<file path="src/rtl/kwc_pkg.sv">
// kwc_pkg: shared types and constants for the kaiser window coefficient block
// no dependencies
`timescale 1ns / 1ps

package kwc_pkg;

  localparam int ALPHA_W = 16;
  localparam int HALF_W  = 11;
  localparam int INDEX_W = 10;
  localparam int COEF_W  = 17;

  localparam logic [31:0] PI_Q30    = 32'hC90FDAA2;
  localparam logic [15:0] ALPHA_MAX = 16'd32768;
  localparam logic [63:0] ONE_Q24   = 64'd1 << 24;
  localparam logic [16:0] COEF_ONE  = 17'd65536;

  // shared divider geometry
  localparam int DQ_W  = 80;
  localparam int DVS_W = 64;
  localparam int REM_W = 65;
  localparam logic [6:0] DIV_LAST_64 = 7'd63;
  localparam logic [6:0] DIV_LAST_80 = 7'd79;

  localparam logic CFG_ALPHA = 1'b0;
  localparam logic CFG_HALF  = 1'b1;

  typedef enum logic [3:0] {
    ST_IDLE,
    ST_MUL_C,
    ST_MUL_Y0,
    ST_MUL_NN,
    ST_MUL_II,
    ST_MUL_P,
    ST_DIV_Y,
    ST_BES_INIT,
    ST_BES_HI,
    ST_BES_LO,
    ST_BES_DIV,
    ST_BES_ACC,
    ST_FIN_DIV,
    ST_DONE
  } kwc_state_t;

endpackage

</file>
<file path="src/rtl/kaiser_window_coefficient_top.sv">
// kaiser_window_coefficient_top: half-window kaiser-bessel coefficient generator
// depends on kwc_pkg
`timescale 1ns / 1ps

// One transaction carries a coefficient index i and returns
// I0(pi*alpha*sqrt(1-(i/N)^2)) / I0(pi*alpha) as unsigned Q1.16, where N is
// half_size limited to MAX_HALF and alpha is Q4.12 limited to 8.0. I0 is the
// power series, one plus SERIES_TERMS terms, summed in Q40.24. All arithmetic
// runs through one 32x32 multiplier and one restoring divider (one quotient bit
// per cycle) under a small sequencer, so the block takes one item at a time and
// holds in_stall high until its result is in the output register. An in-range
// item with a nonzero index spends most of its time in the divide per series
// term. An index of zero or an out-of-range index goes straight to ST_DONE.
// The output register lets a new item be accepted while the last result
// waits on out_stall. Configuration (alpha at index 0, half_size at index 1)
// is for the user to write while idle; the block itself does not enforce it.

module kaiser_window_coefficient_top
  import kwc_pkg::*;
#(
  parameter int MAX_HALF     = 1024,
  parameter int SERIES_TERMS = 40
) (
  input  logic                 clk,
  input  logic                 rst,
  // configuration write port
  input  logic                 cfg_write,
  input  logic                 cfg_index,
  input  logic [ALPHA_W-1:0]   cfg_data,
  // input channel
  input  logic                 in_valid,
  output logic                 in_stall,
  input  logic [INDEX_W-1:0]   index,
  // output channel
  output logic                 out_valid,
  input  logic                 out_stall,
  output logic [COEF_W-1:0]    coefficient,
  output logic                 out_of_range
);

  // series term counter, k squared fits in twice its width
  localparam int K_W   = $clog2(SERIES_TERMS + 1);
  localparam int KSQ_W = 2 * K_W;

  kwc_state_t state, state_next;

  // configuration registers
  logic [ALPHA_W-1:0] alpha;
  logic [HALF_W-1:0]  half_size;

  // per-item working registers
  logic [INDEX_W-1:0] idx;
  logic [HALF_W-1:0]  n_eff;
  logic [31:0]        c_q24;
  logic [31:0]        y0;
  logic [21:0]        nn;
  logic [19:0]        ii;
  logic [31:0]        bes_y;
  logic [63:0]        term;
  logic [63:0]        part_hi;
  logic [63:0]        acc;
  logic [63:0]        den;
  logic [K_W-1:0]     k;
  logic [KSQ_W-1:0]   ksq;
  logic               pass;
  logic [COEF_W-1:0]  res_coef;
  logic               res_oor;
  logic [31:0]        y_num;
  logic [31:0]        bes_sel;

  // shared divider registers
  logic [DQ_W-1:0]    dq;
  logic [DVS_W-1:0]   dvs;
  logic [REM_W-1:0]   rem;
  logic [6:0]         div_cnt;

  // shared multiplier
  logic [31:0] mul_a, mul_b;
  logic [63:0] mul_p;

  // divider step
  logic [REM_W-1:0] rem_sh;
  logic [REM_W:0]   diff;
  logic             q_bit;
  logic [DQ_W-1:0]  dq_step;
  logic [REM_W-1:0] rem_step;

  logic [15:0]        alpha_sat;
  logic [HALF_W-1:0]  n_sat;
  logic               in_accept;
  logic               out_free;
  logic               div_done;
  logic [63:0]        t_lo_sum;
  logic [63:0]        acc_sum;

  assign alpha_sat = (alpha > ALPHA_MAX) ? ALPHA_MAX : alpha;
  assign n_sat     = (17'(half_size) > 17'(MAX_HALF)) ? HALF_W'(MAX_HALF) : half_size;
  assign in_accept = in_valid && !in_stall;
  assign out_free  = !out_valid || !out_stall;

  assign mul_p = 64'(mul_a) * 64'(mul_b);

  // one restoring step: bring in the next dividend bit, try the subtract
  assign rem_sh   = {rem[REM_W-2:0], dq[DQ_W-1]};
  assign diff     = {1'b0, rem_sh} - {2'b00, dvs};
  assign q_bit    = !diff[REM_W];
  assign rem_step = q_bit ? diff[REM_W-1:0] : rem_sh;
  assign dq_step  = {dq[DQ_W-2:0], q_bit};

  assign t_lo_sum = part_hi + (mul_p >> 24);
  assign acc_sum  = acc + dq[63:0];

  // first pass uses y0 for the denominator, second pass the scaled y
  always_comb begin
    bes_sel = pass ? y_num : y0;
  end

  // next state
  always_comb begin
    state_next = state;
    div_done   = 1'b0;
    unique case (state)
      ST_IDLE: begin
        if (in_valid) begin
          if ({1'b0, index} >= n_sat || index == '0) begin
            state_next = ST_DONE;
          end else begin
            state_next = ST_MUL_C;
          end
        end
      end
      ST_MUL_C:    state_next = ST_MUL_Y0;
      ST_MUL_Y0:   state_next = ST_MUL_NN;
      ST_MUL_NN:   state_next = ST_MUL_II;
      ST_MUL_II:   state_next = ST_MUL_P;
      ST_MUL_P:    state_next = ST_DIV_Y;
      ST_DIV_Y: begin
        div_done = (div_cnt == DIV_LAST_64);
        if (div_done) state_next = ST_BES_INIT;
      end
      ST_BES_INIT: state_next = ST_BES_HI;
      ST_BES_HI:   state_next = ST_BES_LO;
      ST_BES_LO:   state_next = ST_BES_DIV;
      ST_BES_DIV: begin
        div_done = (div_cnt == DIV_LAST_64);
        if (div_done) state_next = ST_BES_ACC;
      end
      ST_BES_ACC: begin
        if (32'(k) != 32'(SERIES_TERMS)) begin
          state_next = ST_BES_HI;
        end else if (!pass) begin
          state_next = ST_BES_INIT;
        end else begin
          state_next = ST_FIN_DIV;
        end
      end
      ST_FIN_DIV: begin
        div_done = (div_cnt == DIV_LAST_80);
        if (div_done) state_next = ST_DONE;
      end
      ST_DONE: begin
        if (out_free) state_next = ST_IDLE;
      end
      default: state_next = ST_IDLE;
    endcase
  end

  // multiplier operand select and handshake outputs
  always_comb begin
    in_stall = (state != ST_IDLE);
    mul_a    = '0;
    mul_b    = '0;
    unique case (state)
      ST_MUL_C: begin
        mul_a = PI_Q30;
        mul_b = 32'(alpha_sat);
      end
      ST_MUL_Y0: begin
        mul_a = c_q24;
        mul_b = c_q24;
      end
      ST_MUL_NN: begin
        mul_a = 32'(n_eff);
        mul_b = 32'(n_eff);
      end
      ST_MUL_II: begin
        mul_a = 32'(idx);
        mul_b = 32'(idx);
      end
      ST_MUL_P: begin
        mul_a = y0;
        mul_b = 32'(nn - 22'(ii));
      end
      ST_BES_HI: begin
        mul_a = term[63:32];
        mul_b = bes_y;
      end
      ST_BES_LO: begin
        mul_a = term[31:0];
        mul_b = bes_y;
      end
      default: begin
        mul_a = '0;
        mul_b = '0;
      end
    endcase
  end

  // control registers
  always_ff @(posedge clk) begin
    if (rst) begin
      state     <= ST_IDLE;
      alpha     <= 16'd8192;
      half_size <= 11'd64;
      out_valid <= 1'b0;
    end else begin
      state <= state_next;
      if (cfg_write) begin
        unique case (cfg_index)
          CFG_ALPHA: alpha     <= cfg_data;
          CFG_HALF:  half_size <= cfg_data[HALF_W-1:0];
          default:   ;
        endcase
      end
      if (state == ST_DONE && out_free) begin
        out_valid <= 1'b1;
      end else if (!out_stall) begin
        out_valid <= 1'b0;
      end
    end
  end

  // datapath registers
  always_ff @(posedge clk) begin
    unique case (state)
      ST_IDLE: begin
        if (in_accept) begin
          idx   <= index;
          n_eff <= n_sat;
          if ({1'b0, index} >= n_sat) begin
            res_coef <= '0;
            res_oor  <= 1'b1;
          end else begin
            // index zero is exactly 1.0
            res_coef <= COEF_ONE;
            res_oor  <= 1'b0;
          end
        end
      end
      ST_MUL_C:  c_q24 <= mul_p[50:19];
      ST_MUL_Y0: y0    <= mul_p[55:24];
      ST_MUL_NN: nn    <= mul_p[21:0];
      ST_MUL_II: ii    <= mul_p[19:0];
      ST_MUL_P: begin
        // y = y0 * (n^2 - i^2) / n^2
        dq      <= {mul_p, 16'd0};
        dvs     <= 64'(nn);
        rem     <= '0;
        div_cnt <= '0;
        pass    <= 1'b0;
      end
      ST_DIV_Y, ST_BES_DIV, ST_FIN_DIV: begin
        dq      <= dq_step;
        rem     <= rem_step;
        div_cnt <= div_cnt + 7'd1;
      end
      ST_BES_INIT: begin
        // first pass evaluates the denominator I0(pi*alpha)
        bes_y <= bes_sel;
        term  <= ONE_Q24;
        acc   <= ONE_Q24;
        k     <= K_W'(1);
        ksq   <= KSQ_W'(1);
      end
      ST_BES_HI: part_hi <= mul_p << 8;
      ST_BES_LO: begin
        dq      <= {t_lo_sum, 16'd0};
        dvs     <= 64'(ksq);
        rem     <= '0;
        div_cnt <= '0;
      end
      ST_BES_ACC: begin
        term <= dq[63:0];
        acc  <= acc_sum;
        k    <= k + K_W'(1);
        // (k+1)^2 = k^2 + 2k + 1
        ksq  <= ksq + KSQ_W'({k, 1'b1});
        if (32'(k) == 32'(SERIES_TERMS)) begin
          if (!pass) begin
            den  <= acc_sum;
            pass <= 1'b1;
          end else begin
            dq      <= {acc_sum, 16'd0};
            dvs     <= den;
            rem     <= '0;
            div_cnt <= '0;
          end
        end
      end
      ST_DONE: begin
        if (out_free) begin
          coefficient  <= res_coef;
          out_of_range <= res_oor;
        end
      end
      default: ;
    endcase
    if (state == ST_FIN_DIV && div_done) begin
      res_coef <= (dq_step > DQ_W'(COEF_ONE)) ? COEF_ONE : dq_step[COEF_W-1:0];
      res_oor  <= 1'b0;
    end
  end

  // keep the quotient of the y divide for the second series pass
  always_ff @(posedge clk) begin
    if (state == ST_DIV_Y && div_done) begin
      y_num <= dq_step[31:0];
    end
  end

endmodule

</file>
<file path="config.mk">
export PLATFORM = sky130hd
export DESIGN_NAME = kaiser_window_coefficient_top
export DESIGN_NICKNAME = d
export VERILOG_FILES = /design/src/rtl/kwc_pkg.sv /design/src/rtl/kaiser_window_coefficient_top.sv
export SDC_FILE = /design/constraint.sdc
export NUM_CORES = 2
export LEC_CHECK = 0
export CAP_MARGIN = 30
export CORE_ASPECT_RATIO = 0.6
export CORE_MARGIN = 5
export CORE_UTILIZATION = 65
export CTS_CLUSTER_DIAMETER = 60
export DETAILED_ROUTE_END_ITERATION = 10
export DONT_BUFFER_PORTS = 1
export PLACE_DENSITY = 0.88
export SLEW_MARGIN = 20
export SYNTH_ARGS = -nofsm -noshare
export SYNTH_HDL_FRONTEND = slang
export SYNTH_SLANG_ARGS = --single-unit
</file>
<file path="constraint.sdc">
create_clock -name clk -period 18 [get_ports clk]
set_clock_uncertainty 0.15 [all_clocks]
set_input_delay 3.6 -clock clk [delete_from_list [all_inputs] [get_ports clk]]
set_output_delay 3.6 -clock clk [all_outputs]
set_load 0.01 [all_outputs]
</file>
==> summary.md <==
| Metric | Value |
|---|---|
| Die width | `~440 um` |
| Minimum clock period | `15.82 ns` |
| Synth cell types | `99` |
| Post CTS Setup Buffer Count | `0` |
| Worst-path clk slew | `0.07 ns` |
| 1st-iter DRT viols | `between 10000 and 15000` |
| Synth Net Count | `just under 9000` |
| Worst Path Max Fanout | `36` |
| Via count | `60200` |
| GPL Wtd Cong | `roughly 1.1` |
| Depth of the most critical reg-to-reg path | `37` |
| Placed insts | `8818` |
| Clock buffer depth | `3` |
| Status | `finished with violations` |
| Total Routing Usage GR | `between 40 and 50%` |
| GRT Residual Overflow | `0` |
| R2r setup slk | `about 2.2 ns` |
| Final hold viol count | `0` |
| Clock latency at the later pin of the worst-skew pair | `0.67 ns` |
| Placed Area | `around 0.075 mm^2` |
| Reg2reg start | `state[3]` |
| Worst rel slew slack | `between 20% and 30%` |
| Slew @ Worst Pin | `roughly 1.2 ns` |
| Crit Path Class | `flip-flop to flip-flop` |
| Ratio of cells with drive above 1 in the final layout | `about 5.3%` |
| Dominant cell type by area after synthesis | `edfxtp_1` |
| Htree depth | `3` |
| DR WL/cell | `around 28 um` |
| Synth area leaders | `edfxtp_1 (29%), fa_1 (25%), ha_1 (8.0%), inv_1 (5.9%), nand2_1 (5.8%)` |
| Ys flop type | `edfxtp_1` |
| CTS tree | `done` |
| Starting Density | `between 60 and 70%` |
| Fin nets | `roughly 9000` |
| Dpl hpwl | `191000 um` |
| Ys async rst share | `0%` |
| YS warnings | `0` |
| Max Cap Violations | `0` |
| Critical Path Source | `state[3]` |
| Most Frequent Cell on Critical Path | `fa_1` |
| RSZ-0062 raised after global routing | `no` |
| Clock sinks | `741` |
| Setup crit end kind | `flip-flop` |
| CTS root buf | `clkbuf_16` |
| Port bufs | `0` |
| Cell row count | `95` |
| Drt drc | `1` |
| Reg-to-Reg End | `dq[72]` |
| Post-synth EDFFs | `708` |
| Most frequent cells after synthesis | `inv_1 (1138), nand2_1 (1134), fa_1 (901)` |
| Fillers | `8200` |
| First-pass GRT wire length | `approximately 370000 um` |
| Hold_sp | `res_coef[6]` |
| DRT Pass-1 Iters | `11` |
| Cell area after layout | `0.0772 mm^2` |
| Die Y | `270 um` |
| Final antenna-violating net count | `0` |
| Setup violators final | `0` |
| Startpoint types | `flip-flop` |
| Synth Register Bits | `about 740` |
| Post-place setup slack | `3.09 ns` |
| Fin. max-slew vios | `0` |
| Most frequent cell after synthesis | `inv_1` |
| CP max stage cell | `a211oi_1` |
| Seq/Total Area, Yosys | `between 30% and 40%` |
| Setup TNS | `0 ns` |
| Max Clk Rate | `63.2 MHz` |
| Syn Inst Count | `~7500` |
| Largest net degree at the start of global routing | `76` |
| Arrival time at the worst endpoint | `around 16 ns` |
| Post-CTS Hold Fix Bufs | `0` |
| End of the critical path | `dq[72]` |
| Detailed Route WL | `251000 um` |
| Core Box Area | `roughly 0.11 mm^2` |
| Final WS setup | `between 2 and 2.5 ns` |
| DIE AREA | `0.119 mm^2` |
| Post-synth top area share | `approximately 29%` |
| Largest stage delay, worst path | `0.87 ns` |
| Final worst path period share | `between 80% and 90%` |
| Worst Hold Class | `flip-flop to flip-flop` |
| DR vias/cell | `6.72` |
| Num CTS Buffers | `67` |
| Vias in the first global route | `about 60000` |
| Io pins | `52` |
| Initial antenna violation count | `14` |
| Layout Cells excl Fill | `8963` |
| Mapped Area | `0.0730 mm^2` |
| CP Data Required Time | `18.25 ns` |
| Area growth syn-to-layout | `5.74%` |
| Resize count post-CTS | `0` |
| Failing checks | `DRC` |
| Syn Area/Cell | `9.68 um^2` |
-- per-layer routing --
| metal | up-vias | GRT usage [%] | part of all wire [%] |
|---|---|---|---|
| li1 | 24600 | - | - |
| met1 | 29100 | 58.0 | 36 |
| met3 | 1018 | 21.6 | 20 |
| met2 | 5488 | 54.3 | 38 |
| met4 | 8 | 15.5 | 4.9 |
| met5 | - | 0.913 | 0.059 |
-- through the flow --
step | utilization [%] | hold WS, ns
after detailed placement | 67.0 | 0.262
after global placement | 66.8 | 0.251
final | 69.1 | 0.252
after floorplan | - | 0.250
after global routing | 69.0 | 0.272
after CTS | 68.9 | 0.258
-- sequential cells by signal (all words and copies together), names as in the netlist, 7 cells and up --
signal       flops
acc             64
alpha           16
bes_y           32
c_q24           32
coefficient     17
den             64
div_cnt          7
dq              80
dvs             64
half_size       11
idx             10
ii              20
ksq             12
n_eff           11
nn              22
part_hi         56
rem             64
res_coef        17
term            64
y0              32
y_num           32
-- cell families (layout without fill, tap and decap cells) --
kind of cell / Yosys count / in the layout / share of synthesized area [%]
AOI/OAI and AO/OA: 1208 / 1208 / 11.0
xor gates and xnor gates: 261 / 261 / 3.13
adders and majority gates: 1368 / 1368 / 32.7
buffers and inverters: 1524 / 1423 / 8.03
DFF: 741 / 741 / 30.0
muxes: 34 / 34 / 0.521
other: 0 / 19 / 0
and+or+nand+nor: 2406 / 2406 / 14.6
-- placed cells by master, fill, tap and decap left out, types with 20 or more instances in the layout --
cell type and count:
nor2b_1 20, mux2_2 32, a211o_1 27, o21a_1 45, o21ai_0 189, fa_1 901
nand3_1 64, nand2b_1 49, o31ai_1 21, a222oi_1 22, xor2_1 120, o211ai_1 21
nor4_1 32, and2_1 219, and4_1 23, a22oi_1 49, a21o_1 121, inv_1 1136
a21oi_1 378, a211oi_1 43, nor3_1 52, buf_4 150, a221oi_1 23, nor2_1 585
edfxtp_1 708, ha_1 467, nand4_1 98, xnor2_1 139, a31oi_1 27, o21bai_1 45
nand2_1 1131, clkbuf_16 68, a22o_1 22, dfxtp_1 33, and3_1 48
-- worst min-delay path by stage --
stage	cells after the start	end	slack (ns)
2_1_floorplan	0	coefficient[0]	0.25
3_3_place_gp	0	coefficient[0]	0.25
3_5_place_dp	0	coefficient[8]	0.26
4_1_cts	0	coefficient[6]	0.26
5_1_grt	0	coefficient[6]	0.27
6_report	0	coefficient[6]	0.25
-- critical path, delay by kind of cell, from the launching register on --
family	cells	cell delay, ns
xor gates and xnor gates	2	0.98
adders and majority gates	10	4.69
DFF	1	0.71
AOI/OAI and AO/OA	12	4.78
buffers and inverters	4	1.23
and+or+nand+nor	9	2.90
-- cell type report --
class / count / area, um^2 / share of cell area, %
tap: 1503 / 1880 / 2.44
antenna: 19 / 47.5 / 0.0616
timing repair buffer: 170 / 1400 / 1.82
inverter: 1140 / 4280 / 5.55
clock buffer: 85 / 1800 / 2.33
clock inverter: 28 / 339 / 0.439
multi-input combinational: 5277 / 45500 / 59.0
sequential: 741 / 21900 / 28.4
Power is not shown: default switching activity piles up to over one toggle a cycle in this logic, so the estimate is an artifact.
